[src/tad_pkg.sv]
package tad_pkg;

	localparam int MAG_BITS      = 12;
	localparam int CORDIC_STAGES = 24;
	localparam int ROOT_FRAC     = 8;
	localparam int SQ_BITS       = 2 * MAG_BITS + 1 + 2 * ROOT_FRAC;
	localparam int ROOT_BITS     = (SQ_BITS + 1) / 2;
	localparam int RAD_BITS      = 2 * ROOT_BITS;
	localparam int REM_BITS      = ROOT_BITS + 2;
	localparam int CW            = ROOT_BITS + 3;
	localparam int ZW            = 27;
	localparam int IDX_BITS      = 5;
	localparam int DEG_BITS      = 7;
	localparam int DIG_BITS      = 4;
	localparam int SCALE_STAGES  = 4;
	localparam int LATENCY       = 2 + ROOT_BITS + CORDIC_STAGES + SCALE_STAGES;
	localparam logic [DEG_BITS-1:0] MAX_DEG = 7'd90;

	typedef struct packed {
		logic [RAD_BITS-1:0]  rad;
		logic [REM_BITS-1:0]  rem;
		logic [ROOT_BITS-1:0] root;
		logic [MAG_BITS-1:0]  num;
	} sq_t;

	typedef struct packed {
		logic signed [CW-1:0] x;
		logic signed [CW-1:0] y;
		logic signed [ZW-1:0] z;
		logic                 num_zero;
		logic                 den_zero;
	} cd_t;

	// atan(2^-i) in radians, 24 fractional bits, rounded to nearest.
	function automatic logic [ZW-1:0] atan_q24(input logic [IDX_BITS-1:0] idx);
		logic [ZW-1:0] v;
		case (idx)
			5'd0:  v = ZW'(13176795);
			5'd1:  v = ZW'(7778716);
			5'd2:  v = ZW'(4110060);
			5'd3:  v = ZW'(2086331);
			5'd4:  v = ZW'(1047214);
			5'd5:  v = ZW'(524117);
			5'd6:  v = ZW'(262123);
			5'd7:  v = ZW'(131069);
			5'd8:  v = ZW'(65536);
			5'd9:  v = ZW'(32768);
			5'd10: v = ZW'(16384);
			5'd11: v = ZW'(8192);
			5'd12: v = ZW'(4096);
			5'd13: v = ZW'(2048);
			5'd14: v = ZW'(1024);
			5'd15: v = ZW'(512);
			5'd16: v = ZW'(256);
			5'd17: v = ZW'(128);
			5'd18: v = ZW'(64);
			5'd19: v = ZW'(32);
			5'd20: v = ZW'(16);
			5'd21: v = ZW'(8);
			5'd22: v = ZW'(4);
			5'd23: v = ZW'(2);
			5'd24: v = ZW'(1);
			default: v = '0;
		endcase
		return v;
	endfunction

endpackage

[src/tad_scale.sv]
module tad_scale
	import tad_pkg::*;
(
	input  logic                clk,
	input  cd_t                 din,
	output logic [DEG_BITS-1:0] deg,
	output logic [DIG_BITS-1:0] ones,
	output logic [DIG_BITS-1:0] tens
);

	logic [39:0]          prod;
	logic [15:0]          t_s1;
	logic                 sat_s1;
	logic [24:0]          rprod;
	logic [15:0]          t_s2;
	logic [7:0]           q0_s2;
	logic                 sat_s2;
	logic [16:0]          rem;
	logic [7:0]           q1;
	logic [DEG_BITS-1:0]  deg_s3;
	logic [14:0]          tprod;
	logic [DIG_BITS-1:0]  tens_c;

	// Degrees are Z * 9000 / (157 * 2^24): shift out 2^24 first, then divide by 157.
	assign prod  = {14'd0, din.z[25:0]} * 40'd9000;
	assign rprod = {9'd0, t_s1} * 25'd417;
	assign rem   = {1'b0, t_s2} - 17'({9'd0, q0_s2} * 17'd157);
	assign q1    = q0_s2 + 8'((rem >= 17'd157) ? 1 : 0);
	assign tprod = {8'd0, deg_s3} * 15'd205;
	assign tens_c = tprod[14:11];

	always_ff @(posedge clk) begin
		sat_s1 <= !din.num_zero && din.den_zero;
		if (din.num_zero || din.den_zero || din.z <= 0)
			t_s1 <= '0;
		else
			t_s1 <= prod[39:24];

		sat_s2 <= sat_s1;
		t_s2   <= t_s1;
		q0_s2  <= rprod[23:16];

		if (sat_s2 || q1 > {1'b0, MAX_DEG})
			deg_s3 <= MAX_DEG;
		else
			deg_s3 <= q1[DEG_BITS-1:0];

		deg  <= deg_s3;
		tens <= tens_c;
		ones <= DIG_BITS'(deg_s3 - DEG_BITS'({3'd0, tens_c} * 7'd10));
	end

endmodule

[config.mk]
export PLATFORM = sky130hd
export DESIGN_NAME = tad_scale
export DESIGN_NICKNAME = d
export VERILOG_FILES = /design/src/tad_pkg.sv /design/src/tad_scale.sv
export SDC_FILE = /design/constraint.sdc
export NUM_CORES = 1
export LEC_CHECK = 0
export BUFFER_PORTS_ARGS = -buffer_cell sky130_fd_sc_hd__buf_2
export CAP_MARGIN = 20
export CORE_ASPECT_RATIO = 1.1
export CORE_UTILIZATION = 56
export CTS_CLUSTER_DIAMETER = 120
export DETAILED_ROUTE_END_ITERATION = 10
export PLACE_DENSITY = 0.87
export REMOVE_ABC_BUFFERS = 1
export SLEW_MARGIN = 20
export SYNTH_ARGS = -nofsm -noshare
export SYNTH_HDL_FRONTEND = slang
export SYNTH_SLANG_ARGS = --single-unit
[constraint.sdc]
create_clock -name clk -period 7.62 [get_ports clk]
set_input_delay 2.286 -clock clk [delete_from_list [all_inputs] [get_ports clk]]
set_output_delay 2.286 -clock clk [all_outputs]
set_load 0.02 [all_outputs]
==> metrics.md <==
| Metric | Value |
|---|---|
| Total half-perimeter wirelength after legalization and detailed placement | about 19000 um |
| Overall routed net length | approximately 22000 um |
| Critical path peak fanout | 5 |
| Number of max-capacitance violations reported | 0 |
| Net count, final | between 1500 and 2000 |
| Sequential area share after synthesis | 0.116 |
| Crit path max-delay cell type | fa_1 |
| Clock-pin transition on the worst setup and hold timing paths | around 0.06 ns |
| Arithmetic-cell share of the synthesized area counting full adders, half adders and majority gates | 0.569 |
| Layout Area Growth over Synthesis | 7.39% |
| Number of clock buffers inserted by TritonCTS | 9 |
| Antenna diodes | 0 |
| Final slew viol count | 0 |
| CTS tree | built |
| Number of cells after detailed placement | about 1500 |
| IO Port Bufs | 44 |
| Number of clock sinks seen by CTS | 63 |
| Antenna viol nets, final | 0 |
| Average wire per cell in the routed design | approximately 15 um |
| Most frequent cells in the layout | 346 x inv_1, 310 x ha_1, 116 x fa_1, 63 x dfxtp_1, 44 x buf_2 |
| Final sum of negative setup slack | 0 ns |
| Antenna violations before repair | 0 |
| Leakage Power | a little under 7 nW |
| Hold Vio Cnt, Final | 0 |
| Period Utilization, post-route | 0.860 |
| Last weighted congestion value of the routability-driven placer | 0.869 |
| Minimum clock period after layout | 6.55 ns |
| Longest Clk Path Bufs | 2 |
| Async set-or-reset flop fraction in the synthesized netlist | 0 |
| Maximum vdd drop | approximately 0.37 mV |
| Root buf cell | clkbuf_16 |
| Critical setup path kind | primary input to register |
| Floorplan die area | 20000 um2 |
| Relative slew slack | 0.640 |
| Launching element type of the critical path | primary input |
| Xor-xnor portion of the synthesized cell area | 0.0337 |
| Post-Syn Area | roughly 11000 um2 |
| Number of buffers inserted to repair setup after CTS | 0 |
| Worst setup EP type | register |
| Cells taking the most area after synthesis | ha_1 36%, fa_1 21%, inv_1 12% |
| Chip width | around 140 um |
| Number of standard cells in the final layout excluding fillers | ~1500 |
| Hold-fix buffers, CTS | 0 |
| Number of cells traversed by the worst hold path | 0 |
| Measured slew at the worst slew-check pin | 0.540 ns |
| Cell taking the most area after synthesis | ha_1 |
| Clock insertion delay at the later pin of the skew report | around 0.34 ns |
| Crit-path cells | buf_2 -> inv_1 -> ha_1 -> ha_1 -> inv_1 -> fa_1 -> inv_1 -> fa_1 -> fa_1 -> ha_1 -> a211o_1 -> a211o_1 -> a21o_1 -> a211oi_2 -> o31ai_1 -> a31oi_1 -> xor2_1 -> nor2_1 |
| Via-to-Cell Ratio | about 5.4 |
| Worst path arrival time | slightly below 7 ns |
| Routed via count | roughly 8000 |
| Class of the worst hold path | register to register |
| Total Routing Usage GR | 0.232 |
| Post-synthesis register bit count | 63 |
| Total of warnings raised by yosys | 0 |
| Number of global-route vias before repair | roughly 8600 |
| Starting utilization of the core area | 0.571 |
| # setup viols final | 0 |
| Peak Freq | between 150 and 200 MHz |
| Std cell rows | 53 |
| Mux cell area share after synthesis | 0.000918 |
| CTS H-tree depth | 3 |
| Number of standard cells after synthesis | between 1000 and 1500 |
| Vertical extent of the die | 148 um |
| Post-detailed-route DRC marker count | 2 |
| Run status | complete, but fails checks |
| Layout fillers | 1461 |
| Register area | around 1300 um2 |
| Pwr Density | 451 nW/um2 |
| Commonest non-fill, non-tap cell in the layout | inv_1 |
| Leading register cell type out of synthesis | dfxtp_1 |
| Largest net degree at the start of global routing | 17 |
| Average cell area after synthesis | between 9 and 10 um2 |
| Area fraction in compound gates after synthesis | 0.0902 |
| RSZ-0062 raised after global routing | no |
| Number of library cell types mapped by synthesis | between 60 and 70 |
| Worst EP required | approximately 8 ns |
| Share of the synthesized area in the top cell type | 0.356 |
| Fraction of layout instances using a drive strength above 1 | 0.0578 |
| Combinational family with the most area after synthesis | adder cells |
| Cts repair resizes | 0 |
| Global-route wire length before repair | between 30000 and 40000 um |
| 1st-iter DRT viols | around 220 |
| Worst clock skew | 0.00885 ns |
| Core Area | about 19000 um2 |
| Iteration count of the initial detailed-routing pass | 9 |
| Number of flops mapped to enable cells by yosys | 0 |
| Number of top-level pins | between 90 and 100 |
| Cell count of the worst reg-to-reg path | 24 |
| Overflow left after global routing | 0 |
| Slowest Stage Delay on Critical Path | 0.54 ns |
| Area fraction in and, or, nand and nor cells after synthesis | 0.0687 |
| Violated checks | DRC |
| Area of combinational cells with multiple inputs | a little over 8000 um2 |
[flip-flops by register name, summed over array words and instances (netlist names)]
name and cells:
t_s1 16, t_s2 16, q0_s2 8, deg_s3 7
deg 6, ones 4, tens 4, sat_s1 1
sat_s2 1
[power by group]
group,total (mW),internal [mW],switching [mW]
sequential,0.518,0.425,0.0933
clock,0.418,0.256,0.162
combinational,4.34,1.89,2.45
[kinds of logic (layout without fill, tap and decap cells)]
family	count (synthesis)	count (layout)
multiplexers	1	1
AO/OA/AOI/OAI	143	143
adder cells (fa/ha/maj)	426	426
buffers and inverters	353	406
XOR/XNOR	42	42
AND/OR/NAND/NOR	147	147
flip-flops	63	63
[cells in the mapped netlist (7+ instances only)]
cell	number
inv_1	346
nor4_1	7
xnor2_1	32
xor2_1	10
nor3_1	17
nand4_1	13
a21oi_1	41
fa_1	116
ha_1	310
nand3_1	15
nor2_1	34
dfxtp_1	63
o21ai_0	18
nand2_1	26
o21a_1	11
a21o_1	13
[final cells by class]
cell class / count / area share
multi-input combinational: 759 / 0.710
inverter: 346 / 0.111
sequential: 63 / 0.108
tap: 247 / 0.0264
clock buffer: 9 / 0.0192
timing repair buffer: 44 / 0.0188
clock inverter: 7 / 0.00695
[through the flow]
| stage | util | worst slack, ns | instance area, um2 | hold slack [ns] | total power [mW] |
|---|---|---|---|---|---|
| 2_1_floorplan | - | 1.25 | 10900 | 0.310 | 3.92 |
| 3_3_place_gp | 0.597 | 0.819 | 11400 | 0.374 | 4.58 |
| 3_5_place_dp | 0.597 | 0.728 | 11400 | 0.373 | 4.85 |
| 4_1_cts | 0.613 | 1.06 | 11700 | 0.391 | 5.31 |
| 5_1_grt | 0.613 | 0.847 | 11700 | 0.399 | 5.89 |
| 6_report | 0.613 | 1.07 | 11700 | 0.394 | 5.28 |
[per-layer routing]
metal | up-vias | track usage | share of wire
met5 | - | 0 | 0
met4 | 0 | 0.0949 | 0.037
met3 | 68 | 0.0337 | 0.031
met2 | 174 | 0.465 | 0.54
met1 | 3861 | 0.235 | 0.40
li1 | 3893 | - | -
[critical path: cells and delay by family]
family / cells / cell delay [ns]
XOR/XNOR: 1 / 0.16
AND/OR/NAND/NOR: 1 / 0.05
adder cells (fa/ha/maj): 6 / 2.40
AO/OA/AOI/OAI: 6 / 1.49
buffers and inverters: 4 / 0.38
[final timing paths]
| kind | from | to | slack [ns] |
|---|---|---|---|
| max reg2reg | q0_s2[1] | deg_s3[2] | 1.31 |
| min | sat_s1 | sat_s2 | 0.39 |
| max | din[8] | t_s1[9] | 1.07 |
| min reg2reg | sat_s1 | sat_s2 | 0.39 |
Power figures use the tool's default switching activity.
