===== src/tad_pkg.sv =====
package tad_pkg;

	localparam int MAG_BITS      = 12;
	localparam int CORDIC_STAGES = 24;
	localparam int ROOT_FRAC     = 8;
	localparam int SQ_BITS       = 2 * MAG_BITS + 1 + 2 * ROOT_FRAC;
	localparam int ROOT_BITS     = (SQ_BITS + 1) / 2;
	localparam int RAD_BITS      = 2 * ROOT_BITS;
	localparam int REM_BITS      = ROOT_BITS + 2;
	localparam int CW            = ROOT_BITS + 3;
	localparam int ZW            = 27;
	localparam int IDX_BITS      = 5;
	localparam int DEG_BITS      = 7;
	localparam int DIG_BITS      = 4;
	localparam int SCALE_STAGES  = 4;
	localparam int LATENCY       = 2 + ROOT_BITS + CORDIC_STAGES + SCALE_STAGES;
	localparam logic [DEG_BITS-1:0] MAX_DEG = 7'd90;

	typedef struct packed {
		logic [RAD_BITS-1:0]  rad;
		logic [REM_BITS-1:0]  rem;
		logic [ROOT_BITS-1:0] root;
		logic [MAG_BITS-1:0]  num;
	} sq_t;

	typedef struct packed {
		logic signed [CW-1:0] x;
		logic signed [CW-1:0] y;
		logic signed [ZW-1:0] z;
		logic                 num_zero;
		logic                 den_zero;
	} cd_t;

	// atan(2^-i) in radians, 24 fractional bits, rounded to nearest.
	function automatic logic [ZW-1:0] atan_q24(input logic [IDX_BITS-1:0] idx);
		logic [ZW-1:0] v;
		case (idx)
			5'd0:  v = ZW'(13176795);
			5'd1:  v = ZW'(7778716);
			5'd2:  v = ZW'(4110060);
			5'd3:  v = ZW'(2086331);
			5'd4:  v = ZW'(1047214);
			5'd5:  v = ZW'(524117);
			5'd6:  v = ZW'(262123);
			5'd7:  v = ZW'(131069);
			5'd8:  v = ZW'(65536);
			5'd9:  v = ZW'(32768);
			5'd10: v = ZW'(16384);
			5'd11: v = ZW'(8192);
			5'd12: v = ZW'(4096);
			5'd13: v = ZW'(2048);
			5'd14: v = ZW'(1024);
			5'd15: v = ZW'(512);
			5'd16: v = ZW'(256);
			5'd17: v = ZW'(128);
			5'd18: v = ZW'(64);
			5'd19: v = ZW'(32);
			5'd20: v = ZW'(16);
			5'd21: v = ZW'(8);
			5'd22: v = ZW'(4);
			5'd23: v = ZW'(2);
			5'd24: v = ZW'(1);
			default: v = '0;
		endcase
		return v;
	endfunction

endpackage


===== src/tad_sqrt_cell.sv =====
module tad_sqrt_cell
	import tad_pkg::*;
(
	input  logic clk,
	input  sq_t  din,
	output sq_t  dout
);

	logic [REM_BITS-1:0] cur;
	logic [REM_BITS-1:0] trial;
	sq_t                 nxt;

	// One root bit per cell: bring down two radicand bits, try to subtract 4q+1.
	always_comb begin
		cur   = {din.rem[REM_BITS-3:0], din.rad[RAD_BITS-1 -: 2]};
		trial = {din.root, 2'b01};
		nxt       = din;
		nxt.rad   = {din.rad[RAD_BITS-3:0], 2'b00};
		if (cur >= trial) begin
			nxt.rem  = cur - trial;
			nxt.root = {din.root[ROOT_BITS-2:0], 1'b1};
		end else begin
			nxt.rem  = cur;
			nxt.root = {din.root[ROOT_BITS-2:0], 1'b0};
		end
	end

	always_ff @(posedge clk) begin
		dout <= nxt;
	end

endmodule


===== config.mk =====
export PLATFORM = sky130hd
export DESIGN_NAME = tad_sqrt_cell
export DESIGN_NICKNAME = d
export VERILOG_FILES = /design/src/tad_pkg.sv /design/src/tad_sqrt_cell.sv
export SDC_FILE = /design/constraint.sdc
export NUM_CORES = 1
export LEC_CHECK = 0
export ABC_AREA = 1
export CAP_MARGIN = 30
export CORE_ASPECT_RATIO = 1.5
export CORE_MARGIN = 2
export CORE_UTILIZATION = 55
export CTS_CLUSTER_DIAMETER = 80
export CTS_CLUSTER_SIZE = 10
export DETAILED_ROUTE_END_ITERATION = 16
export DONT_BUFFER_PORTS = 1
export GPL_TIMING_DRIVEN = 0
export PLACE_DENSITY_LB_ADDON = 0.08
export REMOVE_ABC_BUFFERS = 1
export SLEW_MARGIN = 20
export SYNTH_ARGS = -nofsm -noshare
export SYNTH_HDL_FRONTEND = slang
export SYNTH_SLANG_ARGS = --single-unit

===== constraint.sdc =====
create_clock -name clk -period 3.2 [get_ports clk]
set_input_delay 0 -clock clk [delete_from_list [all_inputs] [get_ports clk]]
set_output_delay 0 -clock clk [all_outputs]
set_load 0.02 [all_outputs]

==> results.py, run 1 <==
metrics = {
    "outcome": {
        "status": "completed",
    },
    "pwr": {
        "seq_power_share_pct": 53.9,
        "internal_power_mw": 1.82,
        "finalPower_mw": 2.74,
        "leakagePower_nw": 2.76,
        "p_sw_share_pct": 33.5,
        "combPwrFrac_pct": 19.0,
        "ir_drop_mv": 0.304,
        "powerDensity_nw_per_um2": 513,
        "p_sw_uw": 918,
        "clkPwrFrac_pct": 27.1,
    },
    "logic_synthesis": {
        "synth.cell_area_sq_um": 4160,
        "synth_seq_area_share_pct": 46.2,
        "synth_flop_cell": "dfxtp_1",
        "synth_area_leader_cell": "dfxtp_1",
        "ys_ff_latch": 96,
        "synth_cells": 547,
        "yosys_warnings": 0,
        "synthDistinctLibCells": 25,
        "synth_edf_count": 0,
        "async_reset_ff_share_pct": 0,
        "ys_top_cells_by_area": "dfxtp_1 (46%), nand2_1 (16%), inv_1 (9.9%)",
        "yosysTopAreaCellShare_pct": 46.2,
        "syn_area_per_cell_sq_um": 7.61,
    },
    "sta": {
        "fin_crit_ns": 2.08,
        "fmax_mhz": 482,
        "fin_ws_ns": 1.12,
        "slew_headroom_pct": 41.2,
        "hold-worst-slack_ns": 0.0232,
        "period_share_pct": 64.9,
        "worst_pin_slew_ns": 0.882,
        "rsz0062_at_grt": "false",
        "drv_slew": 0,
        "finalSetupViolations": 0,
        "hold_viol_final": 0,
        "finalSetupTns_ns": 0,
    },
    "min_path": {
        "hold_depth": 4,
        "hp-class": "primary input to flip-flop",
    },
    "place": {
        "pre_cts_ws_ns": 1.19,
        "place.gp.congestion": 0.877,
        "dp_hpwl_mm": 8.41,
        "port_buffers": 0,
        "place_area_sq_um": 4210,
    },
    "routing": {
        "via_count": 3690,
        "avgRoutedWirePerCell_um": 17.2,
        "ant_nets": 0,
        "drc": 0,
        "route.final.wire_length_mm": 12.9,
        "drt_iter0_drc": 296,
        "via_per_inst": 4.91,
        "drt_pre_antenna_iters": 5,
    },
    "finish": {
        "nNetsFinal": 769,
        "reg.largest.list": "dout (96)",
        "n_antenna_cell": 0,
        "final_area_sq_um": 5340,
        "syn_to_final_growth_pct": 28.3,
        "largest_reg_flops": 96,
        "layout-drive-gt1-share_pct": 7.07,
        "regMostFlops": "dout",
    },
    "clock_tree": {
        "root_buffer": "clkbuf_8",
        "cts_sinks": 96,
        "tritoncts.num_buffers": 9,
        "cts_buffer_depth": 2,
        "cts_setup_buffers": 0,
        "cts_tree": "yes",
        "postCtsHoldBufs": 95,
        "htreeDepth": 3,
        "path_clk_slew_ns": 0.09,
        "cts_resized": 0,
    },
    "floorplanning": {
        "die-area_sq_um": 8300,
        "ios": 197,
        "core-area_sq_um": 7270,
        "die_x_um": 75.0,
        "rows": 38,
        "dieHeight_um": 111,
        "initial_core_util_pct": 57.2,
    },
    "grt": {
        "grt_pass1_wl_mm": 19.5,
        "grt_pass1_vias": 3894,
        "antenna_found_initial": 0,
        "grtUsageTotal_pct": 31.4,
        "grt_max_degree": 33,
        "overflow": 0,
    },
    "setup_path": {
        "cp.required_ns": 3.46,
        "crit_arrival_ns": 2.33,
        "startpoint": "din[53]",
        "crit_path_end": "dout[45]",
        "critPathKind": "primary input to flip-flop",
        "end_kind": "flip-flop",
        "crit_fanout": 32,
        "start_kind": "primary input",
    },
    "run": {
        "maxCapViolCount": 0,
    },
}
## stage by stage
| step | cells | utilization, % |
|---|---|---|
| 6_report | 751 | 73.4 |
| 3_5_place_dp | 641 | 57.9 |
| 3_3_place_gp | 641 | 57.9 |
| 4_1_cts | 751 | 73.4 |
| 2_1_floorplan | 541 | - |
| 5_1_grt | 751 | 73.4 |
## layout make-up
type | count | area (sq um)
fill | 548 | 1930
sequential | 96 | 1920
multi-input combinational | 334 | 1750
timing repair buffer | 95 | 951
inverter | 111 | 417
clock buffer | 10 | 138
tap | 100 | 125
clock inverter | 5 | 41.3
## kinds of logic after synthesis
group                      count (synthesis)  share of synthesized area [%]
and+or+nand+nor                          279                           29.8
buffers and inverters                    118                           11.9
DFF                                       96                           46.2
adders and majority gates                 23                           6.91
AOI/OAI and AO/OA                         21                           3.25
xor gates and xnor gates                   9                           1.89
other                                      1                         0.0901
## metal layers
| metal | vias up | track usage, % | share of wire, % |
|---|---|---|---|
| li1 | 1840 | - | - |
| met3 | 27 | 12.4 | 11 |
| met1 | 1625 | 32.3 | 34 |
| met4 | 0 | 11.4 | 2.5 |
| met2 | 198 | 55.2 | 52 |
| met5 | - | 0 | 0 |
## cells in the final DEF (no fill, tap or decap), types with 10 or more instances in the layout
cell	synthesis	final
nand2_1	174	174
dlygate4sd3_1	0	95
nand2_2	11	11
a21oi_1	13	13
inv_1	110	110
dfxtp_1	96	96
ha_1	23	23
clkbuf_8	0	10
nor2_1	25	25
nand3_1	43	43
## cells in the mapped netlist, types with 2 or more instances
cell type / number
nand4_1: 5
inv_1: 110
nand3b_1: 5
ha_1: 23
nand2_2: 11
o21ai_2: 8
nor2_1: 25
nor3_1: 4
nand2_1: 174
nand3_2: 5
xor2_1: 8
nor2_4: 2
buf_4: 3
a21oi_1: 13
nand3_1: 43
buf_6: 2
dfxtp_1: 96
nor2_2: 3
## critical path: stages
cell           delay (ns)
dlygate4sd3_1        0.55
ha_1                 0.33
a21oi_1              0.20
nand2_1              0.09
a21oi_1              0.23
nand4_4              0.52
nand3_1              0.31
nand2_1              0.08
## worst min path at each step
| stage | start | end |
|---|---|---|
| finish | din[51] | dout[53] |
| global placement | din[78] | dout[80] |
| CTS | din[51] | dout[53] |
| global route | din[51] | dout[53] |
| floorplan | din[0] | dout[0] |
| detailed placement | din[11] | dout[11] |
## power by group through the flow
stage	registers [mW]	logic [mW]	clock network (mW)
floorplan	1.48	0.324	0
global placement	1.50	0.403	0
detailed placement	1.50	0.408	0
CTS	1.47	0.504	0.735
global route	1.49	0.580	0.786
finish	1.48	0.519	0.742
Power figures use the tool's default switching activity.
==> run 2, diff against run 1 <==
ABC_AREA = 0   (was 1)
clock period = 1.8 ns   (was 3.2 ns; I/O delays follow)
==> run 2 against run 1 <==
The flow now finishes with violations (negative hold slack, negative setup slack). Global-route usage down 4.2 points. Core utilization increased by 7.6 points. Via count is 21% lower. Non-clock buffer count increased by 6. Setup slack worse by 1.2 ns. Hold slack got worse by 0.28 ns. Die area is 15% lower. Total power up 79%. Critical path depth up 1. Flip-flop and latch count unchanged. Clock-buffer cell count stayed put. Largest cell class unchanged. Highest routed layer unchanged.
==> results.py, run 2 <==
metrics = {
    "outcome": {
        "status": "finished with violations",
        "violations": "negative hold slack, negative setup slack",
    },
    "sta": {
        "finalSetupTns_ns": -0.0273,
        "fin_crit_ns": 1.83,
        "hold_viol_final": 3,
        "fin_ws_ns": -0.0273,
        "finalSetupViolations": 1,
        "slew_headroom_pct": 66.1,
        "hold-worst-slack_ns": -0.256,
        "worst_pin_slew_ns": 0.505,
        "drv_slew": 0,
        "fmax_mhz": 547,
        "period_share_pct": 102,
        "rsz0062_at_grt": "true",
    },
    "floorplanning": {
        "ios": 197,
        "core-area_sq_um": 6130,
        "die-area_sq_um": 7020,
        "initial_core_util_pct": 57.0,
        "dieHeight_um": 102,
        "rows": 35,
        "die_x_um": 69.1,
    },
    "routing": {
        "ant_nets": 0,
        "avgRoutedWirePerCell_um": 19.1,
        "drt_pre_antenna_iters": 4,
        "via_count": 2915,
        "drc": 0,
        "route.final.wire_length_mm": 10.2,
        "via_per_inst": 5.47,
        "drt_iter0_drc": 98,
    },
    "pwr": {
        "leakagePower_nw": 2.10,
        "powerDensity_nw_per_um2": 986,
        "p_sw_share_pct": 31.8,
        "combPwrFrac_pct": 18.6,
        "p_sw_mw": 1.56,
        "ir_drop_mv": 0.814,
        "clkPwrFrac_pct": 27.7,
        "seq_power_share_pct": 53.6,
        "finalPower_mw": 4.89,
        "internal_power_mw": 3.34,
    },
    "place": {
        "place_area_sq_um": 3580,
        "port_buffers": 0,
        "place.gp.congestion": 0.862,
        "dp_hpwl_mm": 5.88,
    },
    "logic_synthesis": {
        "synth_edf_count": 0,
        "ys_ff_latch": 96,
        "syn_area_per_cell_sq_um": 9.98,
        "yosysTopAreaCellShare_pct": 55.0,
        "synth_seq_area_share_pct": 55.0,
        "synth_flop_cell": "dfxtp_1",
        "synth_area_leader_cell": "dfxtp_1",
        "synth.cell_area_sq_um": 3490,
        "yosys_warnings": 0,
        "synth_cells": 350,
        "synthDistinctLibCells": 45,
        "async_reset_ff_share_pct": 0,
        "yosysMostFrequentCell": "dfxtp_1",
        "ys_top_cells_by_area": "dfxtp_1 (55%), ha_1 (8.2%), a21oi_1 (4.0%)",
        "synthTopCellsByCount": "dfxtp_1 (96), nand2_1 (33), a21oi_1 (28), inv_1 (28), ha_1 (23)",
    },
    "min_path": {
        "hold_end": "dout[33]",
        "hp-class": "primary input to flip-flop",
        "hold_depth": 1,
        "hp-start": "din[96]",
    },
    "finish": {
        "final_cell_mix": "dfxtp_1 (96), dlygate4sd3_1 (95), nand2_1 (33), inv_1 (27), a21oi_1 (26)",
        "syn_to_final_growth_pct": 42.2,
        "final_area_sq_um": 4960,
        "reg.largest.list": "dout (96)",
        "final_common_cell": "dfxtp_1",
        "regMostFlops": "dout",
        "largest_reg_flops": 96,
        "layout-drive-gt1-share_pct": 12.7,
        "nNetsFinal": 575,
    },
    "grt": {
        "grt_max_degree": 20,
        "grt_pass1_vias": 3002,
        "grtUsageTotal_pct": 27.2,
        "overflow": 0,
        "antenna_found_initial": 1,
        "gr-max-usage-layer": "met2",
        "grtUsageMet2_pct": 51.1,
        "grt.met1_usage_pct": 27.7,
        "grtUsageMet3_pct": 7.56,
        "grt_pass1_wl_mm": 15.0,
    },
    "setup_path": {
        "end_kind": "flip-flop",
        "startpoint": "din[33]",
        "crit_fanout": 5,
        "critPathKind": "primary input to flip-flop",
        "start_kind": "primary input",
        "crit_arrival_ns": 2.08,
        "cp.required_ns": 2.05,
    },
    "clock_tree": {
        "cts_buffer_depth": 2,
        "tritoncts.num_buffers": 9,
        "root_buffer": "clkbuf_8",
        "cts_tree": "yes",
        "path_clk_slew_ns": 0.10,
        "cts_sinks": 96,
        "htreeDepth": 3,
    },
    "run": {
        "maxCapViolCount": 0,
    },
}
run 2: changes by cell type in the layout (fill, tap and decap cells not counted), sizes merged, moves of 8 or more:
cell   previous run  this run
inv             112        32
xnor2             1         9
a21oi            13        28
nor2             30        14
nand3            48         8
nand2           185        33
o21ai             8        27
run 2: repair_timing:
| item | CTS | global route |
|---|---|---|
| buffers inserted | 4 | 1 |
| resized for setup | 8 | 29 |
| hold buffers | 93 | 2 |
| cloned | 1 | 0 |
| pin swaps | 5 | 14 |
| endpoints found under the hold margin | 95 | 5 |
| endpoints found under the setup margin | 23 | 17 |
run 2: how the worst max path moves through the flow:
stage	end	depth (start not counted)
2_1_floorplan	dout[37]	8
5_1_grt	dout[51]	9
3_3_place_gp	dout[37]	8
3_5_place_dp	dout[37]	9
4_1_cts	dout[51]	9
6_report	dout[51]	9
run 2: power groups by stage:
stage | Sequential [mW] | Clock (mW) | Combinational, mW
CTS | 2.62 | 1.37 | 0.819
finish | 2.63 | 1.36 | 0.912
global placement | 2.67 | 0 | 0.583
detailed placement | 2.67 | 0 | 0.609
global route | 2.64 | 1.44 | 0.993
floorplan | 2.64 | 0 | 0.484
run 2: kinds of logic after synthesis:
family / Yosys count / synth area share, %
flip-flops: 96 / 55.0
AO/OA/AOI/OAI: 91 / 16.3
AND/OR/NAND/NOR: 79 / 10.4
buffers and inverters: 39 / 4.48
adder cells (fa/ha/maj): 23 / 8.24
XOR/XNOR: 17 / 4.26
multiplexers: 4 / 1.18
other: 1 / 0.107
run 2: per-stage QoR:
step	hold slack, ns	utilization [%]	std cells	setup WS (ns)
finish	-0.256	81.0	533	-0.0273
global route	-0.259	81.0	533	-0.0515
CTS	-0.275	78.2	529	0.00704
detailed placement	0.0277	58.4	415	-0.884
global placement	0.0278	57.7	414	-2.58
floorplan	0.0277	-	340	-1.58
run 2: layout make-up:
class	instances	area, sq um
Multi-Input combinational cell	217	1620
Clock buffer	10	138
Clock inverter	6	57.6
Fill cell	388	1170
Antenna cell	1	2.50
Tap cell	74	92.6
Sequential cell	96	1920
Inverter	28	110
Timing Repair Buffer	101	1020
run 2: worst max-delay path, stage by stage:
cell and delay (ns):
ha_4 0.24, nor2b_4 0.13, o31a_1 0.31, o31a_1 0.32
a2111o_1 0.52, buf_6 0.16, a31oi_2 0.19, a311o_1 0.16
o21ai_2 0.05
run 2: routing by layer:
metal	vias to the layer above	share of wire, %	wire length [um]
met5	-	0	0
met4	0	2.9	298
met3	22	6.0	608
met2	130	55	5630
met1	1354	36	3650
li1	1409	-	-
==> run 3, diff against run 2 <==
--- a/config.mk
+++ b/config.mk
@@ -7,7 +7,6 @@
 export LEC_CHECK = 0
 export ABC_AREA = 0
-export CAP_MARGIN = 30
+export CAP_MARGIN = 25
 export CORE_ASPECT_RATIO = 1.5
-export CORE_MARGIN = 2
 export CORE_UTILIZATION = 55
 export CTS_CLUSTER_DIAMETER = 80
==> constraint.sdc (replaced) <==
create_clock -name clk -period 1.8 [get_ports clk]
set_input_delay 0 -clock clk [delete_from_list [all_inputs] [get_ports clk]]
set_output_delay 0 -clock clk [all_outputs]
set_load 0.1 [all_outputs]
==> run 3 against run 2 <==
The flow finishes with violations (negative hold slack). First-iteration DRC count is 40% higher. Core utilization is 3.4 points higher. Final cell count is 2.3% higher. Highest routed layer unchanged. Largest cell class unchanged. Die area is 4.8% lower. Critical endpoint is now dout[33].
==> results.py, run 3 (synthesized netlist as in run 2, its figures left out) <==
metrics = {
    "outcome": {
        "status": "finished with violations",
        "violations": "negative hold slack",
    },
    "sta": {
        "worst_pin_slew_ns": 1.04,
        "rsz0062_at_grt": "true",
        "fin_crit_ns": 1.80,
        "fmax_mhz": 556,
        "finalSetupViolations": 0,
        "slew_headroom_pct": 30.5,
        "drv_slew": 0,
        "fin_ws_ns": 0.000183,
        "period_share_pct": 100,
        "hold_viol_final": 2,
        "hold-worst-slack_ns": -0.282,
    },
    "pwr": {
        "ir_drop_mv": 0.722,
        "p_sw_share_pct": 41.3,
        "finalPower_mw": 6.59,
        "clkPwrFrac_pct": 27.8,
        "combPwrFrac_pct": 15.5,
        "leakagePower_nw": 2.20,
        "seq_power_share_pct": 56.7,
        "powerDensity_nw_per_um2": 1270,
        "p_sw_mw": 2.73,
        "internal_power_mw": 3.87,
    },
    "place": {
        "port_buffers": 0,
        "dp_hpwl_mm": 5.97,
        "place.gp.congestion": 0.830,
        "pre_cts_ws_ns": -0.894,
    },
    "clock_tree": {
        "root_buffer": "clkbuf_8",
        "cts_tree": "yes",
        "postCtsHoldBufs": 93,
        "cts_sinks": 96,
        "htreeDepth": 3,
        "cts_buffer_depth": 2,
        "path_clk_slew_ns": 0.09,
        "tritoncts.num_buffers": 9,
    },
    "finish": {
        "reg.largest.list": "dout (96)",
        "final_cell_mix": "dfxtp_1 (96), dlygate4sd3_1 (93), nand2_1 (33), inv_1 (26), a21oi_1 (22)",
        "layout-drive-gt1-share_pct": 16.4,
        "final_common_cell": "dfxtp_1",
        "regMostFlops": "dout",
        "syn_to_final_growth_pct": 48.2,
        "largest_reg_flops": 96,
        "nNetsFinal": 588,
    },
    "grt": {
        "grtUsageTotal_pct": 33.8,
        "antenna_found_initial": 1,
        "grt_pass1_wl_mm": 16.5,
        "grt.met1_usage_pct": 30.1,
        "grt_max_degree": 20,
        "grt_pass1_vias": 3227,
        "gr-max-usage-layer": "met2",
        "overflow": 0,
        "grtUsageMet3_pct": 15.6,
        "grtUsageMet2_pct": 59.2,
    },
    "routing": {
        "via_per_inst": 5.82,
        "route.final.wire_length_mm": 11.9,
        "avgRoutedWirePerCell_um": 21.9,
        "via_count": 3171,
        "drc": 0,
        "drt_pre_antenna_iters": 4,
        "ant_nets": 0,
        "drt_iter0_drc": 137,
    },
    "setup_path": {
        "start_kind": "primary input",
        "critPathTopFamily": "buffers and inverters",
        "slowest_delay_ns": 0.38,
        "startpoint": "din[18]",
        "critical_path.slowest_cell": "ha_2",
        "crit_fanout": 6,
        "cp_cell_sequence": "inv_1 > ha_2 > nand3_2 > a211oi_2 > nor2_2 > a211oi_4 > buf_6 > a41oi_4 > clkbuf_16 > clkbuf_2 > buf_4 > xnor2_1",
        "critPathKind": "primary input to flip-flop",
        "crit_buf_inv": 5,
        "end_kind": "flip-flop",
        "cp.required_ns": 2.06,
        "crit_arrival_ns": 2.06,
    },
    "floorplanning": {
        "core-area_sq_um": 6130,
        "ios": 197,
        "die_x_um": 67.1,
        "rows": 35,
        "initial_core_util_pct": 57.0,
        "dieHeight_um": 99.6,
        "die-area_sq_um": 6680,
    },
    "min_path": {
        "hp-class": "primary input to flip-flop",
        "hold_end": "dout[33]",
        "hp-start": "din[96]",
        "hold_depth": 1,
    },
    "run": {
        "maxCapViolCount": 0,
    },
}
==> run 3: routing by layer <==
layer / wire length, um / vias up
li1: - / 1436
met1: 3890 / 1477
met2: 6250 / 209
met3: 1170 / 49
met4: 605 / 0
met5: 0 / -
==> run 3: timing repair <==
action,4_1_cts,5_1_grt
setup endpoints to repair,23,19
hold endpoints to repair,95,2
gates cloned,1,1
setup buffers,6,13
gates resized for setup,11,37
pin swaps,8,14
==> run 3: worst max path at each step <==
stage,end,slack (ns),cells after the start
3_5_place_dp,dout[37],-0.89,9
6_report,dout[33],0.0002,12
2_1_floorplan,dout[37],-1.58,8
4_1_cts,dout[51],0.008,9
3_3_place_gp,dout[37],-2.58,8
5_1_grt,dout[33],-0.05,12
==> run 3: through the flow <==
stage               setup TNS [ns]  hold WS (ns)  utilization [%]  std cells  area, sq um
global route               -0.0694        -0.282             84.4        545         5180
floorplan                   -31.89        0.0277                -        340         3440
finish                           0        -0.282             84.4        545         5180
CTS                              0        -0.287             79.8        530         4890
detailed placement          -15.54        0.0278             58.4        415         3580
global placement            -55.88        0.0278             57.7        414         3540
==> run 3: power groups by stage <==
stage	logic (mW)	clock network [mW]	registers [mW]
2_1_floorplan	0.498	0	3.74
3_3_place_gp	0.601	0	3.77
3_5_place_dp	0.626	0	3.77
4_1_cts	0.846	1.80	3.72
5_1_grt	1.10	1.92	3.75
6_report	1.03	1.83	3.74
==> run 3: cell type report <==
type,instances,area [sq um]
inverters,28,108
fillers,331,955
clock buffers,9,124
diodes,1,2.50
flip-flops and latches,96,1920
well taps,74,92.6
multi-input cells,217,1680
clock inverters,6,138
repair buffers,114,1110
