--- src/tad_pkg.sv ---
package tad_pkg;

	localparam int MAG_BITS      = 12;
	localparam int CORDIC_STAGES = 24;
	localparam int ROOT_FRAC     = 8;
	localparam int SQ_BITS       = 2 * MAG_BITS + 1 + 2 * ROOT_FRAC;
	localparam int ROOT_BITS     = (SQ_BITS + 1) / 2;
	localparam int RAD_BITS      = 2 * ROOT_BITS;
	localparam int REM_BITS      = ROOT_BITS + 2;
	localparam int CW            = ROOT_BITS + 3;
	localparam int ZW            = 27;
	localparam int IDX_BITS      = 5;
	localparam int DEG_BITS      = 7;
	localparam int DIG_BITS      = 4;
	localparam int SCALE_STAGES  = 4;
	localparam int LATENCY       = 2 + ROOT_BITS + CORDIC_STAGES + SCALE_STAGES;
	localparam logic [DEG_BITS-1:0] MAX_DEG = 7'd90;

	typedef struct packed {
		logic [RAD_BITS-1:0]  rad;
		logic [REM_BITS-1:0]  rem;
		logic [ROOT_BITS-1:0] root;
		logic [MAG_BITS-1:0]  num;
	} sq_t;

	typedef struct packed {
		logic signed [CW-1:0] x;
		logic signed [CW-1:0] y;
		logic signed [ZW-1:0] z;
		logic                 num_zero;
		logic                 den_zero;
	} cd_t;

	// atan(2^-i) in radians, 24 fractional bits, rounded to nearest.
	function automatic logic [ZW-1:0] atan_q24(input logic [IDX_BITS-1:0] idx);
		logic [ZW-1:0] v;
		case (idx)
			5'd0:  v = ZW'(13176795);
			5'd1:  v = ZW'(7778716);
			5'd2:  v = ZW'(4110060);
			5'd3:  v = ZW'(2086331);
			5'd4:  v = ZW'(1047214);
			5'd5:  v = ZW'(524117);
			5'd6:  v = ZW'(262123);
			5'd7:  v = ZW'(131069);
			5'd8:  v = ZW'(65536);
			5'd9:  v = ZW'(32768);
			5'd10: v = ZW'(16384);
			5'd11: v = ZW'(8192);
			5'd12: v = ZW'(4096);
			5'd13: v = ZW'(2048);
			5'd14: v = ZW'(1024);
			5'd15: v = ZW'(512);
			5'd16: v = ZW'(256);
			5'd17: v = ZW'(128);
			5'd18: v = ZW'(64);
			5'd19: v = ZW'(32);
			5'd20: v = ZW'(16);
			5'd21: v = ZW'(8);
			5'd22: v = ZW'(4);
			5'd23: v = ZW'(2);
			5'd24: v = ZW'(1);
			default: v = '0;
		endcase
		return v;
	endfunction

endpackage

--- src/tad_cordic_cell.sv ---
module tad_cordic_cell
	import tad_pkg::*;
(
	input  logic                clk,
	input  logic [IDX_BITS-1:0] stage,
	input  cd_t                 din,
	output cd_t                 dout
);

	logic signed [CW-1:0] dx;
	logic signed [CW-1:0] dy;
	logic signed [ZW-1:0] ang;
	cd_t                  nxt;

	always_comb begin
		dx  = din.y >>> stage;
		dy  = din.x >>> stage;
		ang = $signed(atan_q24(stage));
		nxt = din;
		if (!din.y[CW-1]) begin
			nxt.x = din.x + dx;
			nxt.y = din.y - dy;
			nxt.z = din.z + ang;
		end else begin
			nxt.x = din.x - dx;
			nxt.y = din.y + dy;
			nxt.z = din.z - ang;
		end
	end

	always_ff @(posedge clk) begin
		dout <= nxt;
	end

endmodule

--- config.mk ---
export PLATFORM = sky130hd
export DESIGN_NAME = tad_cordic_cell
export DESIGN_NICKNAME = d
export VERILOG_FILES = /design/src/tad_pkg.sv /design/src/tad_cordic_cell.sv
export SDC_FILE = /design/constraint.sdc
export NUM_CORES = 1
export LEC_CHECK = 0
export ABC_AREA = 1
export BUFFER_PORTS_ARGS = -buffer_cell sky130_fd_sc_hd__buf_2
export CORE_MARGIN = 8
export CORE_UTILIZATION = 59
export DETAILED_ROUTE_END_ITERATION = 10
export PLACE_DENSITY = 0.83
export SETUP_SLACK_MARGIN = 0.15
export SLEW_MARGIN = 20
export SYNTH_ARGS = -nofsm -noshare
export SYNTH_HDL_FRONTEND = slang
export SYNTH_SLANG_ARGS = --single-unit
--- constraint.sdc ---
create_clock -name clk -period 3.95 [get_ports clk]
set_input_delay 0.1975 -clock clk [delete_from_list [all_inputs] [get_ports clk]]
set_output_delay 0.1975 -clock clk [all_outputs]
set_load 0.02 [all_outputs]
==> results of run 1 <==
[cell families (layout without fill, tap and decap cells)]
group / count (synthesis) / after routing / share of synthesized area [%]
other cells: 0 / 1 / 0
xor+xnor: 110 / 110 / 9.69
flops: 77 / 77 / 15.3
compound gates: 229 / 229 / 13.1
fa+ha+maj: 86 / 86 / 10.9
simple gates: 960 / 960 / 41.4
buf+inv: 219 / 462 / 9.63
[worst min-delay path by stage]
stage | from | endpoint | slack [ns] | cells past startpoint
finish | din[29] | dout[29] | 0.10 | 2
global route | din[29] | dout[29] | 0.09 | 2
floorplan | din[0] | dout[0] | 0.23 | 0
global placement | din[0] | dout[0] | 0.30 | 1
detailed placement | din[0] | dout[0] | 0.30 | 1
CTS | din[29] | dout[29] | 0.1 | 2
[synth_stat cells (all sizes together)]
cell type / count
o21bai: 4
o211a: 1
and2: 1
a21boi: 5
a21o: 10
a41oi: 1
nand2: 557
nor3: 13
o211ai: 5
o21a: 2
nand4: 22
clkbuf: 10
o21ai: 89
inv: 166
nor4: 4
clkinv: 1
dfxtp: 77
ha: 83
a31oi: 4
nand3: 214
xnor2: 37
o31ai: 4
xor3: 1
nor2: 141
fa: 3
o22ai: 7
nand3b: 4
buf: 42
a221oi: 3
or2: 2
a211oi: 3
xor2: 72
a21oi: 91
and3: 2
[where the power goes]
group | total (mW) | internal [mW] | switching [mW]
combinational | 2.95 | 1.12 | 1.83
sequential | 1.16 | 1.10 | 0.0673
clock | 0.829 | 0.431 | 0.397
total | 4.94 | 2.65 | 2.29
[timing repair]
action / 4_1_cts / 5_1_grt
gates cloned: 0 / 1
resized for setup: 1 / 27
endpoints found under the hold margin: 2 / 0
pin swaps: 0 / 4
hold buffers: 2 / 0
setup endpoints to repair: 1 / 20
setup buffers: 0 / 1
[layer usage]
metal | track usage, % | vias up
met3 | 5.97 | 100
li1 | - | 5981
met4 | 14.5 | 0
met2 | 51.4 | 566
met5 | 0 | -
met1 | 36.8 | 5366
[final cells by class]
cell class | instances | area [µm²]
multi-input combinational | 1385 | 7670
tap | 225 | 282
clock buffer | 10 | 229
fill | 1545 | 4780
sequential | 77 | 1540
antenna | 1 | 2.50
timing repair buffer | 279 | 1810
inverter | 167 | 642
clock inverter | 6 | 47.5
[through the flow]
step	setup WS [ns]	hold slack [ns]	area [µm²]	TNS (ns)	total power, mW
floorplan	0.343	0.225	10100	0	3.07
CTS	0.179	0.0971	12100	0	4.91
global route	0.124	0.0879	12200	0	5.28
detailed placement	-0.355	0.303	11800	-0.521	4.07
finish	0.361	0.101	12200	0	4.94
global placement	-0.262	0.301	11800	-0.318	4.01
[worst max-delay path: stages]
cell                      delay [ns]
sky130_fd_sc_hd__buf_2          0.23
sky130_fd_sc_hd__buf_4          0.20
sky130_fd_sc_hd__inv_4          0.05
sky130_fd_sc_hd__nor2_4         0.16
sky130_fd_sc_hd__inv_2          0.12
sky130_fd_sc_hd__o22ai_1        0.23
sky130_fd_sc_hd__inv_1          0.07
sky130_fd_sc_hd__ha_1           0.28
sky130_fd_sc_hd__or2_2          0.27
sky130_fd_sc_hd__o21ai_0        0.13
sky130_fd_sc_hd__inv_1          0.11
sky130_fd_sc_hd__fa_1           0.46
sky130_fd_sc_hd__o21ai_1        0.25
sky130_fd_sc_hd__a21oi_1        0.14
sky130_fd_sc_hd__o21ai_1        0.15
sky130_fd_sc_hd__buf_4          0.16
sky130_fd_sc_hd__a21oi_1        0.09
sky130_fd_sc_hd__o21ai_1        0.25
sky130_fd_sc_hd__buf_4          0.17
sky130_fd_sc_hd__xor2_1         0.15
==> results.md, run 1 <==
Die:
- The core region is 17000 µm².
- After floorplanning, the core was divided into 48 placement rows.
- Once the floorplan was initialized, standard cells occupied 59.4% of the core.
- Pin placement for this block handled between 150 and 200 I/O pins.
- The width of the chip is 147 µm.
- The die is 147 µm tall.
- The die covers 21600 µm².

Yosys:
- The post-synthesis instance area is 10100 µm².
- The sequential share of the synthesized area is between 10% and 20%.
- In this run, distinct cell masters in the synthesized netlist total 55.
- The number of nets in the synthesized netlist is 1850.
- Synthesis produced 1681 cells.
- Yosys attributes the largest share of cell area to sky130_fd_sc_hd__nand2_1, sky130_fd_sc_hd__dfxtp_1, sky130_fd_sc_hd__ha_1.
- The synthesized area divided by synthesized cell count is 6.01 µm².
- The cell type with the largest total area after synthesis is sky130_fd_sc_hd__nand2_1.
- The number of synthesized register bits is 77.
- Yosys printed 0 warnings.
- The proportion of netlist area held by the largest area contributor is 20.1%.

Global route:
- The aggregate global-route resource usage is about 31%.
- The number of global-route vias before repair was around 11000.
- The number of antenna violations at the first check in global routing is 1.
- Entering global routing, the biggest net connects 57 pins.
- The first global-routing pass estimated around 55 mm of wire.
- The remaining global-route overflow is 0.

CTS:
- TritonCTS built the clock tree.
- Clock tree synthesis selected as its root buffer the cell sky130_fd_sc_hd__clkbuf_16.
- CTS built an H-tree with a depth of 3.
- The number of clock buffers added by TritonCTS is 9.
- Clock tree synthesis found a total of 77 sinks.
- In this run the deepest clock path goes through 2 buffers.
- After clock tree synthesis, the clock-pin slew on the worst setup and hold paths is 0.07 ns.

Routing:
- The iteration count of the initial detailed-routing pass is 6.
- The routed layout has 12000 vias.
- The number of DRC violations after detailed routing is 0.
- The total length of routed met2 wires is 16.2 mm.
- For this block, the initial DRC count from the detailed router was 985.
- After detailed routing, the number of vias per cell comes to 5.59.
- In the detailed route, the total length drawn on met3 is approximately 2.9 mm.
- The detailed router used layers up to and including met4.
- Summed over all layers, the routed wires come to 34.3 mm.
- In this run the remaining antenna-violating nets after routing total 0.
- The wire length on met1 is 13.9 mm.
- The average wire per cell in the routed design is 16.0 µm.

Setup path:
- The start point of the critical path is stage[4].
- For the worst setup path, the data arrival time is between 3 and 4 ns.
- STA classifies the critical path startpoint as a primary input.
- The data required time at the worst endpoint is 4.23 ns.
- The critical path capture point type is a flop.
- The critical setup path kind is in -> reg.
- The maximum fanout count along the critical path is 8.
- The critical path ends at dout[18].

Finish:
- The post-route core utilization is a little over 70%.
- In the layout the commonest cells are sky130_fd_sc_hd__nand2_1, sky130_fd_sc_hd__nand3_1, sky130_fd_sc_hd__buf_2, sky130_fd_sc_hd__inv_1, sky130_fd_sc_hd__nor2_1.
- In the final design database the tool counted between 2000 and 2500 nets.
- The count of cells in the finished layout, fillers not included, comes to 2150.
- Cells with a size suffix above 1 make up around a fifth of the layout.
- The flip-flop count of the largest register, all copies and words added is 77.
- The most common cell after layout, fill and taps aside is sky130_fd_sc_hd__nand2_1.
- The largest registers in the layout are dout: 77 flops.
- The top register by number of flip-flops is dout.
- The area overhead of the layout relative to synthesis is 21.0%.

STA:
- The worst path in the final design needs a cycle of 3.59 ns, including I/O delays and setup.
- The count of final max-slew check failures is 0.
- Setup violations remaining at the end of the flow were counted as 0.
- The slew of the pin with the lowest slew margin is 0.672 ns.
- The number of failing hold endpoints at the final stage is 0.
- The relative max-transition margin is 55.2%.
- Setup repair after global routing could not meet its margin everywhere.
- The fraction of the cycle the final worst path needs is around nine tenths.
- The fmax is approximately 0.28 GHz.

Flow run:
- The max-capacitance violation count is 0.

Place:
- The global placement routability congestion is 0.988.
- The number of buffers added on ports is 159.
- The number of placed cells counting well taps is around 2100.
- Detailed placement finished with a half-perimeter wire length of 27.7 mm.

Min path:
- In this run the worst hold path is classified as in -> reg.

Pwr:
- The power density over the cells is just over 400 nW/µm².
- In this run the static leakage power is 6.67 nW.
- The worst-case IR drop observed on VDD is roughly 0.41 mV.

Status:
- The run finished with clean final reports.
Power figures use the tool's default switching activity.
==> run 2: changes to the inputs <==
- ABC_AREA: 1 -> default
==> run 2 against run 1 <==
The flow now stops in global routing. Area after synthesis down 1.4%. Synthesized cell count is 28% lower.
==> results.md, run 2 <==
Die:
- The width of the chip is 146 µm (-0.64%).
- The overall die height came to 146 µm (-0.64%).
- The floorplan row count is 47 (-2.1%).
- The starting utilization of the core area was 60.2% (+0.82 points).
- The top-level I/O count is 160 (unchanged).

Yosys:
- The distinct cell type count after synthesis was 83 (+51%).
- The post-synthesis instance area came to 9950 µm² (-1.4%).
- The cell type with the largest total area after synthesis is sky130_fd_sc_hd__dfxtp_1.
- By count the netlist is led by sky130_fd_sc_hd__nor2_1, sky130_fd_sc_hd__a21oi_1, sky130_fd_sc_hd__ha_1, sky130_fd_sc_hd__dfxtp_1, sky130_fd_sc_hd__nand2_1.
- The share of synthesized registers carrying an async set or reset was 0% (unchanged).
- The number of synthesized flops with an enable pin is 0 (unchanged).
- By area the synthesized netlist is led by sky130_fd_sc_hd__dfxtp_1, sky130_fd_sc_hd__ha_1, sky130_fd_sc_hd__mux4_2.
- The proportion of netlist area held by the largest area contributor is 15.5% (-4.6 points).
- The leading cell type by number of instances after synthesis is sky130_fd_sc_hd__nor2_1.
- The total nets after synthesis is 1375 (-26%).
- The number of synthesized register bits came to 77 (unchanged).
- The number of warnings issued by yosys is 0 (unchanged).
- Among all flip-flop cells after synthesis, the most frequent one is sky130_fd_sc_hd__dfxtp_1.
- The gate count after technology mapping is 1206 (-28%).
- The synthesized area divided by synthesized cell count was 8.25 µm² (+37%).
- The sequential share of the synthesized area is 15.5% (+0.22 points).

Place:
- The number of placed cells counting well taps is 1981 (-7.0%).
- The number of buffers added on ports is 159 (unchanged).
- The global placement routability congestion is 1.13 (+15%).
- The HPWL after detailed placement is 35.3 mm (+27%).

Status:
- The run stopped with a tool error.
- The step where the flow halted is global routing.
- The tool reported: "[ERROR GRT-0116] Global routing finished with congestion. Check the congestion regions in the DRC Viewer".

CTS:
- The number of CTS-inserted buffers was 9 (unchanged).
- The H-tree depth was 3 (unchanged).
- The number of clock sinks is 77 (unchanged).
- The maximum buffer depth of the clock tree came to 2 (unchanged).
- The CTS root buffer is sky130_fd_sc_hd__clkbuf_16.

Global route:
- The largest net degree at the start of global routing is 40.
- The wire length of the first global-routing pass is 137 mm.
- The aggregate global-route resource usage is approximately 82%.
- The number of global-route vias before repair is 20000.
- Summed over all layers, the global routing overflow is 429.
## run 2: cell types whose count changed after synthesis, sizes merged, moves of 18 or more
| cell | change |
|---|---|
| nand2 | -480 |
| clkbuf | +18 |
| mux2i | +22 |
| nand3 | -193 |
| xnor2 | +37 |
| inv | -120 |
| mux2 | +28 |
| mux4 | +49 |
| xor2 | -36 |
## run 2: timing repair
action	4_1_cts
hold buffers	2
setup buffers	64
pin swaps	113
endpoints found under the hold margin	2
gates resized for setup	178
setup endpoints to repair	40
cloned	4
## run 2: routing by layer
layer,GRT overflow,track usage [%]
met5,0,41.0
met3,11,74.2
met1,11,77.5
met4,126,87.8
met2,281,95.8
## run 2: through the flow
step	cell area, µm²	worst slack (ns)
2_1_floorplan	10300	-0.434
3_3_place_gp	14500	-0.712
3_5_place_dp	14500	-1.06
4_1_cts	16100	-0.414
## run 2: cells by family after synthesis
| family | after synthesis | share of synthesized area [%] |
|---|---|---|
| compound gates | 362 | 24.3 |
| xor+xnor | 110 | 9.68 |
| fa+ha+maj | 86 | 11.0 |
| buf+inv | 108 | 4.68 |
| flops | 77 | 15.5 |
| mux | 99 | 16.7 |
| simple gates | 364 | 18.1 |
==> run 3: changes to the inputs <==
- CORE_UTILIZATION: 59 -> 40
- PLACE_DENSITY: 0.83 -> default
- PLACE_DENSITY_LB_ADDON: default -> 0.15
- SETUP_SLACK_MARGIN: 0.15 -> default
==> run 3 against run 2 <==
The flow now finishes, with violations (setup timing). Area after synthesis unchanged. Synthesized cell count unchanged.
==> results.md, run 3 <==
Finish:
- In the final layout, the registers with the most flip-flops are dout: 77 flops.
- For this run, the post-layout net count is 2050.
- Of the cells placed in the final design, the portion with a size suffix greater than 1 is 53.3%.
- The register with the most flip-flops in the layout has 77 of them.
- The area overhead of the layout relative to synthesis is 69.9%.
- The most common cell after layout, fill and taps aside is sky130_fd_sc_hd__buf_4.
- The top register by number of flip-flops is dout.
- Leaving out fill and tap cells, the most frequent cells in the layout are sky130_fd_sc_hd__buf_4, sky130_fd_sc_hd__buf_2, sky130_fd_sc_hd__nor2_1, sky130_fd_sc_hd__dfxtp_1, sky130_fd_sc_hd__nand2_1.
- The number of inserted diodes is 0.

Routing:
- Dividing the detail-routed wire length by the instance count gives 18.6 µm.
- The count of nets left with antenna violations after detail routing is 0.
- After detailed routing, the number of vias per cell comes to 5.52.
- Wires add up to 41.2 mm.
- The detailed router finished its first iteration with 854 violations.
- For this block, the via count after detailed routing is roughly 12000.
- The first detailed-routing pass took 5 iterations.
- For this run, design rule violations remaining after detail routing come to 0.

STA:
- The tightest hold path in the finished design has a slack of 0.145 ns.
- For the finished layout, the period the worst path requires is approximately 4.4 ns.
- The final critical path takes up 110% of the cycle.
- For the pin with the worst max-slew slack, the measured transition is 0.608 ns.
- Setup repair after global routing could not meet its margin everywhere.
- Setup violations remaining at the end of the flow were counted as 23.
- In this run the tightest slew margin relative to its limit is 59.4%.
- The count of final max-slew check failures is 0.
- The fmax is ~0.23 GHz.
- The number of failing hold endpoints at the final stage is 0.
- The worst setup slack after layout is -0.403 ns.

Flow run:
- The tool flagged a number of max-cap violations equal to 0.

Yosys:
- The distinct cell type count after synthesis came to 83 (unchanged).
- The synthesized-area fraction occupied by ao, oa, aoi and oai cells is 24.3% (unchanged).
- The area share of fa/ha/maj cells after synthesis is 11.0% (unchanged).
- The number of synthesized flops with an enable pin is 0 (unchanged).
- The sequential share of the synthesized area is 15.5% (unchanged).
- The most common flop cell mapped by yosys is sky130_fd_sc_hd__dfxtp_1.
- The number of synthesized register bits is 77 (unchanged).
- The share of synthesized registers carrying an async set or reset is 0% (unchanged).
- The proportion of netlist area held by the largest area contributor was 15.5% (unchanged).
- The post-synthesis instance area is 9950 µm² (unchanged).
- Ranked by total cell area, the synthesized netlist is headed by sky130_fd_sc_hd__dfxtp_1, sky130_fd_sc_hd__ha_1, sky130_fd_sc_hd__mux4_2.
- The synthesized area divided by synthesized cell count was 8.25 µm² (unchanged).
- The total nets after synthesis is 1375 (unchanged).
- The parity-gate share of the synthesized area counting xor and xnor cells is 9.68% (unchanged).
- Sorting the synthesized cells by how often they occur yields sky130_fd_sc_hd__nor2_1, sky130_fd_sc_hd__a21oi_1, sky130_fd_sc_hd__ha_1, sky130_fd_sc_hd__dfxtp_1, sky130_fd_sc_hd__nand2_1.
- The number of warnings issued by yosys came to 0 (unchanged).
- sky130_fd_sc_hd__nor2_1 is the most common cell in the netlist.
- The largest family of logic cells by synthesized area is compound AO/OA/AOI/OAI gates.
- The cell type with the largest total area after synthesis is sky130_fd_sc_hd__dfxtp_1.
- The area fraction in and, or, nand and nor cells after synthesis came to 18.1% (unchanged).
- The post-synthesis mux area share is 16.7% (unchanged).
- The gate count after technology mapping is 1206 (unchanged).

Pwr:
- For this design the ratio of total power to cell area is 351 nW/µm².
- The analysis attributes to net switching a power of 2.41 mW.
- Internal power comes to 3.51 mW.
- The share of total power consumed by net switching is 40.7%.
- The clock network accounts for 16.4% of the total power.
- Registers are responsible for between 10% and 20% of the overall power.
- The portion of total power attributed to combinational logic is between 60% and 70%.
- Summing internal, switching and leakage power gives 5.93 mW.
- The analysis attributes to cell leakage a power of 7.79 nW.
- IR analysis of the VDD net gives a maximum drop of roughly 0.23 mV.

Global route:
- The first global-routing pass estimated 63.7 mm of wire.
- Entering global routing, the biggest net connects 38 pins.
- The remaining global-route overflow is 0.
- The number of global-route vias before repair is 12400.
- The aggregate global-route resource usage is 25.8%.
- The number of antenna violations at the first check in global routing is 0.

CTS:
- TritonCTS built the clock tree.
- The number of CTS-inserted buffers is 9 (unchanged).
- The H-tree depth was 3 (unchanged).
- The CTS root buffer is sky130_fd_sc_hd__clkbuf_16.
- The maximum buffer depth of the clock tree is 2 (unchanged).
- The number of clock sinks is 77 (unchanged).
- Clock-pin slew was measured on the worst setup and hold paths at 0.07 ns.

Status:
- The final reports fail on setup timing.
- The flow ran to the end, but the final reports show violations.

Setup path:
- The maximum fanout count along the critical path is 7.
- Together, buffers and inverters on the worst path number 4.
- The highest cell delay on the worst timing path is 0.53 ns.
- The worst endpoint data arrival time is 4.64 ns.
- Walking the worst path, the cells encountered are buf_8 > buf_12 > buf_12 > mux4_2 > mux4_2 > a211oi_2 > o211ai_1 > nor3_2 > buf_4 > a31oi_4 > xnor2_1 > ha_2 > or3_1 > or3_1 > o211a_1 > or2_4 > a221o_1 > a21oi_2 > xnor2_1.
- The critical path is of the in -> reg type.
- Among all stages on the critical path, the largest delay is contributed by sky130_fd_sc_hd__mux4_2.
- The startpoint type of the worst setup path is a primary input.
- The family of cells with the greatest summed delay on the critical path is simple AND/OR/NAND/NOR gates.
- The data required time at the worst endpoint is between 4 and 5 ns.
- The critical path capture point type is a flop.

Die:
- The floorplan core area is between 20000 and 25000 µm².
- The floorplan row count is 57 (+21%).
- The starting utilization of the core area came to 40.8% (-19 points).
- The width of the chip came to 174 µm (+19%).
- The die covers 30200 µm².
- The top-level I/O count is 160 (unchanged).
- The overall die height is 174 µm (+19%).

Place:
- The global placement routability congestion came to 0.992 (-13%).
- The HPWL after detailed placement is 32.0 mm (-9.3%).
- The number of buffers added on ports is 159 (unchanged).

Min path:
- The worst min-delay path category is in -> reg.
run 3: cell counts after synthesis:
No cell type changed its count.
run 3: repair_timing:
action                                  in CTS  in global routing
buffers inserted                            49                 39
hold endpoints to repair                     2                  0
endpoints found under the setup margin      33                 34
pin swaps                                   89                 96
gates cloned                                 3                  0
resized for setup                          126                104
hold buffers                                 2                  0
run 3: cell families after synthesis:
group,Yosys count
mux,99
buf+inv,108
xor+xnor,110
simple gates,364
flops,77
compound gates,362
fa+ha+maj,86
run 3: metal layers:
metal / global-route usage [%] / share of wire (%) / vias to the layer above
met5: 0 / 0 / -
met4: 7.73 / 2.2 / 0
met3: 5.27 / 6.3 / 71
met2: 46.1 / 50 / 426
met1: 30.6 / 41 / 5823
li1: - / - / 5879
run 3: area by class of cell:
type,instances,area (µm²)
Multi-Input combinational cell,1021,9070
Fill cell,2003,7480
Timing Repair Buffer,722,5370
Sequential cell,77,1540
Tap cell,324,405
Clock buffer,11,243
Inverter,50,203
Clock inverter,5,83.8
run 3: metrics by stage:
stage                     setup slack [ns]  util [%]  cells  instance area, µm²  setup TNS [ns]
after CTS                           -0.309      66.1   2174               16100           -3.39
after detailed placement            -0.996      60.7   2108               14800          -23.55
after global routing                -0.520      69.3   2210               16900           -8.67
after floorplan                     -0.434         -   1206               10300           -4.18
final                               -0.403      69.3   2210               16900           -4.31
after global placement              -0.906      60.7   2108               14800          -21.65
run 3: power by group through the flow:
stage                     clock network, mW  registers [mW]  logic [mW]
final                                 0.971            1.14        3.82
after global routing                   1.03            1.17        4.10
after CTS                             0.994            1.14        3.61
after detailed placement                  0            1.16        3.39
after global placement                    0            1.15        3.35
after floorplan                           0            1.56        1.51
run 3: final timing paths:
check / slack, ns / endpoint / cells after the start / from
setup / recovery: -0.40 / dout[46] / 19 / stage[0]
hold / removal: 0.15 / dout[28] / 3 / din[28]
